==> src/sv/rnv_pkg.sv <==
// ----------------------------------------------------------------------------
// rnv_pkg
// Shared constants and types for the rotate-and-normalise pipeline.
// ----------------------------------------------------------------------------
package rnv_pkg;

  // Width of every vector and matrix field
  localparam int DATA_W = 16;

  // Default fraction bits (Q1.14)
  localparam int FRAC_BITS_DEF = 14;

  // Bits of |sum of three 16x16 products| (below 2^32)
  localparam int SUM_MAG_W = 32;

  // Per-item flags carried down the pipe beside the data
  typedef struct packed {
    logic [2:0] neg;   // component sign, x in bit 0
    logic       zero;  // squared length was zero
  } rnv_side_t;

endpackage

==> src/sv/rnv_div.sv <==
// ----------------------------------------------------------------------------
// rnv_div
// Three-lane pipelined restoring divider: q = (mag << FRAC_BITS) / len.
// One quotient bit per stage; mag never exceeds len, so q needs FRAC_BITS+1.
// ----------------------------------------------------------------------------
module rnv_div #(
  parameter int FRAC_BITS = rnv_pkg::FRAC_BITS_DEF
) (
  input  logic                  clk,
  input  logic                  rst,
  input  logic                  in_valid,
  input  logic [32-FRAC_BITS:0] len,
  input  logic [31-FRAC_BITS:0] mag_in [3],
  input  rnv_pkg::rnv_side_t    side_in,
  output logic                  out_valid,
  output logic [FRAC_BITS:0]    quot [3],
  output rnv_pkg::rnv_side_t    side_out
);

  localparam int LW = 33 - FRAC_BITS;
  localparam int QW = FRAC_BITS + 1;
  localparam int DS = FRAC_BITS + 1;

  logic               vld  [DS+1];
  logic [LW-1:0]      dvs  [DS+1];
  logic [LW-1:0]      rem  [DS+1][3];
  logic [QW-1:0]      q    [DS+1][3];
  rnv_pkg::rnv_side_t side [DS+1];

  assign vld[0]  = in_valid;
  assign dvs[0]  = len;
  assign side[0] = side_in;
  for (genvar j = 0; j < 3; j++) begin : g_in
    assign rem[0][j] = LW'(mag_in[j]);
    assign q[0][j]   = '0;
  end

  for (genvar k = 0; k < DS; k++) begin : g_stage
    always_ff @(posedge clk) begin
      if (rst) begin
        vld[k+1] <= 1'b0;
      end else begin
        vld[k+1] <= vld[k];
      end
    end

    always_ff @(posedge clk) begin
      dvs[k+1]  <= dvs[k];
      side[k+1] <= side[k];
    end

    for (genvar j = 0; j < 3; j++) begin : g_lane
      logic [LW:0] part;
      logic        bit_q;

      // integer step first, then one fraction bit per stage
      if (k == 0) begin : g_first
        assign part = {1'b0, rem[k][j]};
      end else begin : g_frac
        assign part = {rem[k][j], 1'b0};
      end
      assign bit_q = (part >= {1'b0, dvs[k]});

      always_ff @(posedge clk) begin
        rem[k+1][j] <= bit_q ? LW'(part - {1'b0, dvs[k]}) : LW'(part);
        q[k+1][j]   <= {q[k][j][QW-2:0], bit_q};
      end
    end
  end

  assign out_valid = vld[DS];
  assign quot      = q[DS];
  assign side_out  = side[DS];

  // the quotient never passes 1.0 for a non-zero length
  for (genvar j = 0; j < 3; j++) begin : g_chk
    a_quot_max: assert property (@(posedge clk) disable iff (rst)
      (out_valid && !side_out.zero) |-> (quot[j] <= (QW'(1) << FRAC_BITS)))
      else $error("quotient above one");
  end

endmodule
==> config.mk <==
export PLATFORM = sky130hd
export DESIGN_NAME = rnv_div
export DESIGN_NICKNAME = d
export VERILOG_FILES = /design/src/sv/rnv_pkg.sv /design/src/sv/rnv_div.sv
export SDC_FILE = /design/constraint.sdc
export NUM_CORES = 2
export LEC_CHECK = 0
export ABC_AREA = 1
export ABC_CLOCK_PERIOD_IN_PS = 5300
export BUFFER_PORTS_ARGS = -buffer_cell sky130_fd_sc_hd__buf_2
export CAP_MARGIN = 0
export CORE_MARGIN = 2
export CORE_UTILIZATION = 53
export DETAILED_ROUTE_END_ITERATION = 16
export PLACE_DENSITY = 0.69
export SYNTH_ARGS = -nofsm -noshare
export SYNTH_HDL_FRONTEND = slang
export SYNTH_SLANG_ARGS = --single-unit
==> constraint.sdc <==
create_clock -name clk -period 5.3 [get_ports clk]
set_clock_uncertainty 0.1 [all_clocks]
set_input_delay 0.265 -clock clk [delete_from_list [all_inputs] [get_ports clk]]
set_output_delay 0.265 -clock clk [all_outputs]
set_load 0.01 [all_outputs]
==> results.toml <==
[outcome]
outcome = "completed"

[sta]
hold_viol = 0
tns_ns = 0
slew_headroom_pct = 30.8
max_freq_mhz = 265
fin_crit_sh_pct = 71.3
setup_viol = 0
hold_ws_ns = 0.118
worst_pin_slew_ns = 1.03
finalMaxSlewViolations = 0
setup_ws_ns = 1.52
rsz0062_at_grt = "false"
min_period_ns = 3.78

[floorplan]
die_w_um = 418
ios = 130
start_util_pct = 53.5
core_mm2 = 0.170
die-area_mm2 = 0.175
num_rows = 151
die_h_um = 418

[global_route]
grt_pass1_vias = 81500
grtUsageMet1_pct = 41.6
top_usage_layer = "met2"
grt_overflow_total = 0
met3_usage_pct = 4.26
grt_use_met2_pct = 58.8
grt_usage_pct = 34.7
antenna_found_initial = 2
grt_pass1_wl_mm = 468
grt_max_degree = 22

[routing]
route.detailed.drc = 0
drt_iter0_drc = 7139
avgRoutedWirePerCell_um = 19.3
vias = 86800
ant_nets = 0
drt_pass1_iterations = 8
via_per_inst = 5.38
wl_mm = 311

[worst_setup_path]
rrSetupSlack_ns = 1.52
crit_start = "dvs[95]"
reg2reg_to = "g_stage[11].g_lane[2].part[3]"
cp-endpoint = "g_stage[11].g_lane[2].part[3]"
path_class = "reg -> reg"
cp.arrival_ns = 4.42
cp-end-kind = "flip-flop"
r2r-start = "dvs[95]"
reg2regPathDepth = 11
start_kind = "flip-flop"
cp_max_fo = 20
required_ns = 5.94

[synthesis]
ys_warn_count = 0
synth_seq_cells = 1499
ys_top_cells_by_area = "dfxtp_1 (33%), nand2_1 (22%), ha_1 (12%)"
yosysUniqueCellTypes = 38
synth.top_cell.area_share_pct = 33.0
syn_inst = 13600
ys_seq_area_share_pct = 33.0
syn-num-nets = 14500
syn_area_per_cell_um2 = 6.69
synth_largest_area_cell = "dfxtp_1"
syn_area_mm2 = 0.0909

[power_and_ir_drop]
share_comb_of_total_power_pct = 52.5
p_leak_nw = 53.7
intPower_mw = 35.2
p_sw_share_pct = 48.5
seq_power_share_pct = 29.7
clockPowerShare_pct = 17.8
ir_worst_vdd_mv = 0.382
p_switching_mw = 33.1
power.density_mw_per_mm2 = 687

[cts]
cts_resized = 0
clock_sinks = 1499
htreeDepth = 4
cts_buffer_depth = 3
clk_pin_slew_ns = 0.07
clock-root-buffer = "clkbuf_16"
numCtsBuffers = 164
tritoncts = "yes"
clkLatencyLatePin_ns = 0.86

[layout]
fillers = 16500
final_layout_size_suffix_gt1_share_pct = 4.57
syn_to_final_growth_pct = 9.41
final_nets = 14700

[min_path]
hold_class = "in -> reg"
worstHoldStart = "mag_in[4]"

[placed_design]
io_buffers = 129
hpwl_mm = 255
place_congestion = 1.05
place_ws_ns = 1.57

[job]
maxCapViolations = 0
[per-stage QoR]
step / cells / utilization (%) / total power, mW / area, µm²
finish: 16100 / 58.5 / 68.3 / 99400
global route: 16100 / 58.5 / 73.5 / 99400
CTS: 16100 / 58.5 / 67.8 / 99400
detailed placement: 15700 / 54.5 / 55.3 / 92500
global placement: 15700 / 54.5 / 55.0 / 92500
floorplan: 13600 / - / 45.2 / 90900
[critical path, stage by stage, from the launching register on]
cell and delay, ns:
dfxtp_1 0.71, inv_2 0.35, fa_1 0.58, nand3_1 0.12
nand3_1 0.18, nand3_1 0.13, nand3_1 0.14, nand2_1 0.09
nand2_1 0.50, inv_2 0.54, nand2_1 0.09, nand2_1 0.15
[state kept, by name, indices dropped and copies added, names as in the netlist]
register and flops:
dvs 266, g_stage.g_lane.part 798, out_valid 1, q 315, quot 45, side 56, side_out 4, vld 14
[power by group through the flow]
stage	Sequential, mW	Combinational, mW	Clock [mW]
floorplan	17.4	27.8	0
global placement	20.5	34.5	0
detailed placement	20.4	34.9	0
CTS	20.2	35.2	12.4
global route	20.3	40.4	12.8
finish	20.3	35.9	12.2
[cells in the mapped netlist, drive strengths merged]
cell	instances
o21ai	180
inv	1671
nor4	5
o211ai	3
ha	849
buf	195
nor2b	29
a21oi	581
a211oi	3
nor3	248
or2	16
xor2	356
nor2	983
xnor2	53
dfxtp	1499
nand3b	159
nand3	1068
nand4	114
and2	18
o21bai	53
o21a	35
clkbuf	6
a31oi	1
fa	42
nand2	5405
[cell families after synthesis]
| kind of cell | after synthesis | synth area share (%) |
|---|---|---|
| AND/OR/NAND/NOR | 8045 | 36.6 |
| AO/OA/AOI/OAI | 856 | 5.00 |
| XOR/XNOR | 409 | 3.94 |
| buffers and inverters | 1872 | 8.81 |
| adder cells (fa/ha/maj) | 891 | 12.6 |
| flip-flops | 1499 | 33.0 |
[layout by cell type (no fill, tap or decap), types with 3 or more instances in the layout]
cell type / count
a211oi_1: 3
a21oi_1: 576
a21oi_2: 5
and2_1: 18
buf_2: 129
bufinv_16: 22
clkbuf_1: 18
clkbuf_16: 166
clkbuf_8: 27
clkinv_2: 25
clkinv_4: 8
clkinv_8: 7
clkinvlp_4: 18
dfxtp_1: 1499
diode_2: 5
dlygate4sd3_1: 104
fa_1: 42
ha_1: 849
inv_1: 1601
inv_2: 70
inv_6: 10
nand2_1: 5340
nand2_2: 63
nand3_1: 1068
nand3b_1: 159
nand4_1: 114
nor2_1: 919
nor2_2: 60
nor2_4: 4
nor2b_1: 29
nor3_1: 248
nor4_1: 4
o211ai_1: 3
o21a_1: 35
o21ai_0: 171
o21ai_1: 9
o21bai_1: 53
or2_2: 16
xnor2_1: 53
xor2_1: 356
[worst min-delay path by stage]
stage / to / cells past startpoint
after floorplan: dvs[266] / 0
after global placement: quot[5] / 0
after detailed placement: q[231] / 0
after CTS: g_stage[1].g_lane[2].part[4] / 4
after global routing: dvs[266] / 2
final: g_stage[1].g_lane[2].part[5] / 4
[metal layers]
layer	vias to the layer above	part of all wire, %
met4	0	7.3
met3	876	5.8
li1	43200	-
met2	3248	46
met5	-	0
met1	39500	40
[cell type report]
class | instances | area [µm²] | area share [%]
antenna | 5 | 12.5 | 0.0126
clock buffer | 211 | 4590 | 4.62
clock inverter | 91 | 1210 | 1.22
inverter | 1671 | 6270 | 6.31
multi-input combinational | 10200 | 52800 | 53.2
sequential | 1499 | 30000 | 30.2
tap | 2218 | 2780 | 2.79
timing repair buffer | 233 | 1690 | 1.70
[repair_timing]
item	4_1_cts	5_1_grt
endpoints found under the hold margin	93	0
hold buffers	104	0
setup buffers	0	0
Note: power is estimated with default switching activity, not from simulation.
