--- src/sv/rnv_pkg.sv ---
// ----------------------------------------------------------------------------
// rnv_pkg
// Shared constants and types for the rotate-and-normalise pipeline.
// ----------------------------------------------------------------------------
package rnv_pkg;

  // Width of every vector and matrix field
  localparam int DATA_W = 16;

  // Default fraction bits (Q1.14)
  localparam int FRAC_BITS_DEF = 14;

  // Bits of |sum of three 16x16 products| (below 2^32)
  localparam int SUM_MAG_W = 32;

  // Per-item flags carried down the pipe beside the data
  typedef struct packed {
    logic [2:0] neg;   // component sign, x in bit 0
    logic       zero;  // squared length was zero
  } rnv_side_t;

endpackage

--- src/sv/rnv_isqrt.sv ---
// ----------------------------------------------------------------------------
// rnv_isqrt
// Pipelined integer square root, one root bit per stage (remainder method).
// Component magnitudes and flags ride along with the root.
// ----------------------------------------------------------------------------
module rnv_isqrt #(
  parameter int FRAC_BITS = rnv_pkg::FRAC_BITS_DEF
) (
  input  logic                    clk,
  input  logic                    rst,
  input  logic                    in_valid,
  input  logic [65-2*FRAC_BITS:0] sq_sum,
  input  logic [31-FRAC_BITS:0]   mag_in [3],
  input  rnv_pkg::rnv_side_t      side_in,
  output logic                    out_valid,
  output logic [32-FRAC_BITS:0]   root,
  output logic [31-FRAC_BITS:0]   mag_out [3],
  output rnv_pkg::rnv_side_t      side_out
);

  localparam int MW = rnv_pkg::SUM_MAG_W - FRAC_BITS;
  localparam int SW = 66 - 2 * FRAC_BITS;
  localparam int LW = 33 - FRAC_BITS;
  localparam int TW = SW + 1;

  logic               vld  [LW+1];
  logic [SW-1:0]      rem  [LW+1];
  logic [LW-1:0]      rt   [LW+1];
  logic [MW-1:0]      mag  [LW+1][3];
  rnv_pkg::rnv_side_t side [LW+1];

  assign vld[0]  = in_valid;
  assign rem[0]  = sq_sum;
  assign rt[0]   = '0;
  assign mag[0]  = mag_in;
  assign side[0] = side_in;

  // One stage per root bit, most significant first
  for (genvar k = 0; k < LW; k++) begin : g_stage
    localparam int B = LW - 1 - k;
    logic [TW-1:0] trial;
    logic          take;

    assign trial = (TW'(rt[k]) << (B + 1)) + (TW'(1) << (2 * B));
    assign take  = ({1'b0, rem[k]} >= trial);

    always_ff @(posedge clk) begin
      if (rst) begin
        vld[k+1] <= 1'b0;
      end else begin
        vld[k+1] <= vld[k];
      end
    end

    always_ff @(posedge clk) begin
      rem[k+1]  <= take ? (rem[k] - trial[SW-1:0]) : rem[k];
      rt[k+1]   <= take ? (rt[k] | (LW'(1) << B)) : rt[k];
      mag[k+1]  <= mag[k];
      side[k+1] <= side[k];
    end
  end

  assign out_valid = vld[LW];
  assign root      = rt[LW];
  assign mag_out   = mag[LW];
  assign side_out  = side[LW];

  // root is the floor of the square root of its operand
  logic [SW-1:0] sum_dly [LW+1];
  assign sum_dly[0] = sq_sum;
  for (genvar k = 0; k < LW; k++) begin : g_chk
    always_ff @(posedge clk) begin
      sum_dly[k+1] <= sum_dly[k];
    end
  end

  a_root_low: assert property (@(posedge clk) disable iff (rst)
    out_valid |-> ((2*LW)'(root) * (2*LW)'(root) <= (2*LW)'(sum_dly[LW])))
    else $error("isqrt root too large");

  a_root_high: assert property (@(posedge clk) disable iff (rst)
    out_valid |-> (((2*LW+2)'(root) + 1) * ((2*LW+2)'(root) + 1)
                   > (2*LW+2)'(sum_dly[LW])))
    else $error("isqrt root too small");

endmodule

--- config.mk ---
export PLATFORM = sky130hd
export DESIGN_NAME = rnv_isqrt
export DESIGN_NICKNAME = d
export VERILOG_FILES = /design/src/sv/rnv_pkg.sv /design/src/sv/rnv_isqrt.sv
export SDC_FILE = /design/constraint.sdc
export NUM_CORES = 2
export LEC_CHECK = 0
export BUFFER_PORTS_ARGS = -buffer_cell sky130_fd_sc_hd__buf_2
export CORE_AREA = 2 2 433 435
export DETAILED_ROUTE_END_ITERATION = 6
export DIE_AREA = 0 0 435 437
export PLACE_DENSITY = 0.44
export SYNTH_ARGS = -nofsm -noshare
export SYNTH_HDL_FRONTEND = slang
export SYNTH_SLANG_ARGS = --single-unit
--- constraint.sdc ---
create_clock -name clk -period 3.1 [get_ports clk]
set_input_delay 0 -clock clk [delete_from_list [all_inputs] [get_ports clk]]
set_output_delay 0 -clock clk [all_outputs]
set_load 0.02 [all_outputs]
==> impl_metrics.prom <==
# TYPE chip_impl_metric gauge
chip_impl_metric{name="fraction_of_layout_instances_using_a_drive_strength_above_1",unit="%"} 13.2
chip_impl_info{name="worstPathCellList",value="inv_1 > ha_1 > and4_1 > and4_1 > nand4_1 > o21ai_1 > nor4b_4 > or4b_2 > a21oi_1 > xor2_1"} 1
chip_impl_metric{name="dp_hpwl",unit="um"} 68800
chip_impl_metric{name="global_route.overflow_total",unit=""} 0
chip_impl_info{name="critPathSlowestCell",value="sky130_fd_sc_hd__or4b_2"} 1
chip_impl_metric{name="design.final.nets",unit=""} 5240
chip_impl_info{name="worst_hold_path.endpoint",value="mag[547]$_DFF_P_"} 1
chip_impl_metric{name="detail_route.wl_per_cell",unit="um"} 12.9
chip_impl_metric{name="critPathMaxFanout",unit=""} 6
chip_impl_metric{name="reg2reg_slack",unit="ns"} 0.11
chip_impl_metric{name="h-tree-depth",unit=""} 4
chip_impl_info{name="worstSetupStartpointType",value="flop"} 1
chip_impl_metric{name="critical_path_required",unit="ns"} 3.83
chip_impl_metric{name="post-place-cells",unit=""} 7015
chip_impl_metric{name="number_of_warnings_issued_by_yosys",unit=""} 0
chip_impl_metric{name="place.gp.congestion",unit=""} 0.838
chip_impl_metric{name="min_path_cells",unit=""} 0
chip_impl_metric{name="clock_insertion_delay_worst_skew",unit="ns"} 0.86
chip_impl_info{name="final_common_cell",value="sky130_fd_sc_hd__dfxtp_1"} 1
chip_impl_metric{name="postSynth.asyncResetShare",unit="%"} 0
chip_impl_metric{name="drt.antenna.violating_nets",unit=""} 0
chip_impl_metric{name="setup_viol",unit=""} 0
chip_impl_metric{name="drc",unit=""} 0
chip_impl_metric{name="synthToLayoutAreaGrowth",unit="%"} 23.7
chip_impl_info{name="crit_family",value="simple AND/OR/NAND/NOR gates"} 1
chip_impl_metric{name="post_synth_inst_count",unit=""} 4382
chip_impl_info{name="timing.hold.worst.start",value="mag[601]$_DFF_P_"} 1
chip_impl_metric{name="worst_path_largest_cell_delay",unit="ns"} 0.63
chip_impl_metric{name="peakVddDrop",unit="mV"} 0.563
chip_impl_info{name="critical_path_class",value="flop to flop"} 1
chip_impl_metric{name="post_layout_minimum_cycle_time",unit="ns"} 2.99
chip_impl_metric{name="synth-edff-count",unit=""} 0
chip_impl_metric{name="worst_setup_hold_path_clk_slew",unit="ns"} 0.06
chip_impl_metric{name="powerDensity",unit="mW/mm^2"} 969
chip_impl_metric{name="fp.dieW",unit="um"} 435
chip_impl_info{name="hold_class",value="flop to flop"} 1
chip_impl_info{name="synth_top_cells_by_area",value="sky130_fd_sc_hd__dfxtp_1 72%, sky130_fd_sc_hd__ha_1 4.6%, sky130_fd_sc_hd__xor2_1 2.3%"} 1
chip_impl_info{name="layout_common_cells",value="1995 x sky130_fd_sc_hd__dfxtp_1, 253 x sky130_fd_sc_hd__inv_1, 210 x sky130_fd_sc_hd__nand2_1, 204 x sky130_fd_sc_hd__ha_1, 200 x sky130_fd_sc_hd__clkbuf_16"} 1
chip_impl_info{name="yosysTopAreaCell",value="sky130_fd_sc_hd__dfxtp_1"} 1
chip_impl_metric{name="synth_area",unit="sq mm"} 0.0554
chip_impl_metric{name="initial_core_util",unit="%"} 30.0
chip_impl_metric{name="track_usage",unit="%"} 10.3
chip_impl_metric{name="worst-r2r-cell-count",unit=""} 10
chip_impl_metric{name="floorplan.rows",unit=""} 158
chip_impl_metric{name="finalClockSkew",unit="ns"} 0.0556
chip_impl_metric{name="antenna-diode-count",unit=""} 0
chip_impl_metric{name="timing_max_transition_violations_final",unit=""} 0
chip_impl_metric{name="ctsLongestPathBuffers",unit=""} 3
chip_impl_metric{name="pin_count_of_the_biggest_net_entering_global_routing",unit=""} 28
chip_impl_metric{name="core",unit="sq mm"} 0.185
chip_impl_metric{name="maxCapViolCount",unit=""} 0
chip_impl_metric{name="pleak",unit="nW"} 30.0
chip_impl_info{name="worst_r2r_startpoint",value="rt[184]$_DFF_P_"} 1
chip_impl_metric{name="crit_arrival",unit="ns"} 3.72
chip_impl_metric{name="num_vias",unit=""} 30600
chip_impl_metric{name="worst_slew_pin_slew",unit="ns"} 0.625
chip_impl_metric{name="synthesis.nets",unit=""} 4686
chip_impl_info{name="cts_tree",value="yes"} 1
chip_impl_metric{name="floorplan.die_area",unit="sq mm"} 0.190
chip_impl_metric{name="final-hold-violation-count",unit=""} 0
chip_impl_info{name="setup_repair_after_global_routing_missed_its_margin",value="no"} 1
chip_impl_metric{name="vias_in_the_first_global_route",unit=""} 31400
chip_impl_metric{name="viasPerCell",unit=""} 4.03
chip_impl_metric{name="final-instance-count-excl-fill",unit=""} 7583
chip_impl_info{name="crit_path_end_kind",value="flop"} 1
chip_impl_metric{name="die-height",unit="um"} 437
chip_impl_metric{name="worst_rel_slew_slack",unit="%"} 57.8
chip_impl_metric{name="dr.pass1.iters",unit=""} 5
chip_impl_metric{name="io_buffer_count",unit=""} 176
chip_impl_info{name="critical_path.most_common_cell",value="sky130_fd_sc_hd__and4_1"} 1
chip_impl_metric{name="mean_instance_size_in_the_synthesized_netlist",unit="sq um"} 12.7
chip_impl_metric{name="total_negative_slack",unit="ns"} 0
chip_impl_metric{name="cts_buffers",unit=""} 200
chip_impl_metric{name="grt_pass1_wl",unit="um"} 159000
chip_impl_metric{name="total_power",unit="mW"} 66.5
chip_impl_metric{name="maxClockFrequency",unit="MHz"} 334
chip_impl_info{name="r2r-end",value="rem[339]$_DFF_P_"} 1
chip_impl_info{name="outcome",value="completed"} 1
chip_impl_metric{name="cts.sinks",unit=""} 1995
chip_impl_metric{name="initial_antenna_violation_count",unit=""} 1
chip_impl_metric{name="yosys_top_cell_area_share",unit="%"} 72.0
chip_impl_metric{name="io_pins",unit=""} 177
chip_impl_metric{name="drt-total-wl",unit="um"} 97800
chip_impl_metric{name="synth_cell_type_count",unit=""} 79
chip_impl_info{name="cts_root_buf",value="sky130_fd_sc_hd__clkbuf_16"} 1
chip_impl_metric{name="drt_iter0_drc",unit=""} 1114
chip_impl_metric{name="worstPathBufferInverterCount",unit=""} 1
chip_impl_metric{name="synth.yosys.seq_area_share",unit="%"} 72.0
chip_impl_info{name="yosys_most_used_dff",value="sky130_fd_sc_hd__dfxtp_1"} 1
chip_impl_metric{name="fin_crit_sh",unit="%"} 96.5
chip_impl_metric{name="synth.ff_latch_count",unit=""} 1995
-- cells in the mapped netlist, types with 10 or more instances --
master                        n
sky130_fd_sc_hd__and3_1      17
sky130_fd_sc_hd__nor2b_1     48
sky130_fd_sc_hd__xnor2_1    135
sky130_fd_sc_hd__a31oi_1     15
sky130_fd_sc_hd__inv_1      253
sky130_fd_sc_hd__nand2b_1    40
sky130_fd_sc_hd__or4_1       23
sky130_fd_sc_hd__a21o_1      58
sky130_fd_sc_hd__clkbuf_1    32
sky130_fd_sc_hd__nand4_1     34
sky130_fd_sc_hd__a211o_1     12
sky130_fd_sc_hd__nor2_1     187
sky130_fd_sc_hd__o21bai_1    11
sky130_fd_sc_hd__xor2_1     145
sky130_fd_sc_hd__buf_4       58
sky130_fd_sc_hd__mux2_2      17
sky130_fd_sc_hd__or3_1       37
sky130_fd_sc_hd__or2_2       21
sky130_fd_sc_hd__nor4b_1     20
sky130_fd_sc_hd__dfxtp_1   1995
sky130_fd_sc_hd__o21ai_0    162
sky130_fd_sc_hd__o21a_1      48
sky130_fd_sc_hd__a21oi_1    145
sky130_fd_sc_hd__nor3_1      93
sky130_fd_sc_hd__mux2i_1     11
sky130_fd_sc_hd__nor4_1      98
sky130_fd_sc_hd__a211oi_1    10
sky130_fd_sc_hd__o211ai_1    11
sky130_fd_sc_hd__ha_1       205
sky130_fd_sc_hd__nand3_1     53
sky130_fd_sc_hd__o31ai_1     27
sky130_fd_sc_hd__nand2_1    210
-- per-layer routing --
layer  vias to the layer above  share of wire [%]  GRT usage, %
met1                     13900                 43          11.4
met5                         -                  0             0
met3                       259                4.3          2.60
met2                       529                 49          18.4
met4                         0                4.1          5.16
li1                      15800                  -             -
-- sequential cells by signal (all words and copies together), names as in the netlist, 4 cells and up --
register and flops:
side_out 4, side 72, mag 972, rem 684
rt 171, root 19, mag_out 54, vld 18
-- through the flow --
step / util (%) / hold WS [ns] / area (sq um) / worst slack (ns)
CTS: 37.0 / 0.204 / 68500 / 0.00435
detailed placement: 32.1 / 0.104 / 59500 / -0.0286
global placement: 32.1 / 0.102 / 59500 / -0.0113
global route: 37.1 / 0.252 / 68600 / 0.0204
finish: 37.1 / 0.287 / 68600 / 0.110
floorplan: - / 0.0277 / 55400 / 0.396
-- power breakdown --
| group | internal [mW] | leakage (nW) | switching [mW] |
|---|---|---|---|
| Sequential | 29.1 | 16.8 | 2.28 |
| Clock | 14.6 | 3.44 | 10.1 |
| Combinational | 4.91 | 9.73 | 5.52 |
| Total | 48.6 | 30.0 | 17.9 |
-- final cells by class --
class | instances | area, sq um
Fill cell | 17800 | 116000
Sequential cell | 1995 | 39900
Multi-Input combinational cell | 2029 | 14000
Clock buffer | 271 | 5680
Timing Repair Buffer | 455 | 3520
Tap cell | 2480 | 3100
Clock inverter | 98 | 1350
Inverter | 255 | 957
-- cell families (layout without fill, tap and decap cells) --
group	count (synthesis)	after routing	share of synthesized area [%]
compound gates	570	570	6.45
xor+xnor	280	280	4.42
fa+ha+maj	205	205	4.63
buf+inv	358	1079	2.87
flops	1995	1995	72.0
mux	35	35	0.734
simple gates	939	939	8.85
-- worst max path at each step --
stage                 startpoint               end  slack, ns  cells after the start
3_3_place_gp   rt[60]$_SDFF_PN1_  rem[104]$_DFF_P_      -0.01                     11
5_1_grt           rt[51]$_DFF_P_   rem[69]$_DFF_P_       0.02                     10
3_5_place_dp   rt[60]$_SDFF_PN1_  rem[104]$_DFF_P_      -0.03                     11
6_report         rt[184]$_DFF_P_  rem[339]$_DFF_P_       0.11                     10
4_1_cts          rt[101]$_DFF_P_  rem[187]$_DFF_P_      0.004                     11
2_1_floorplan    rt[103]$_DFF_P_  rem[170]$_DFF_P_       0.40                     10
-- repair_timing --
| item | 4_1_cts | 5_1_grt |
|---|---|---|
| gates resized for setup | 2 | 21 |
| endpoints found under the hold margin | 116 | 0 |
| hold buffers | 199 | 0 |
| buffers inserted | 0 | 0 |
| endpoints found under the setup margin | 3 | 83 |
| pin swaps | 0 | 3 |
Note: power is estimated with default switching activity, not from simulation.
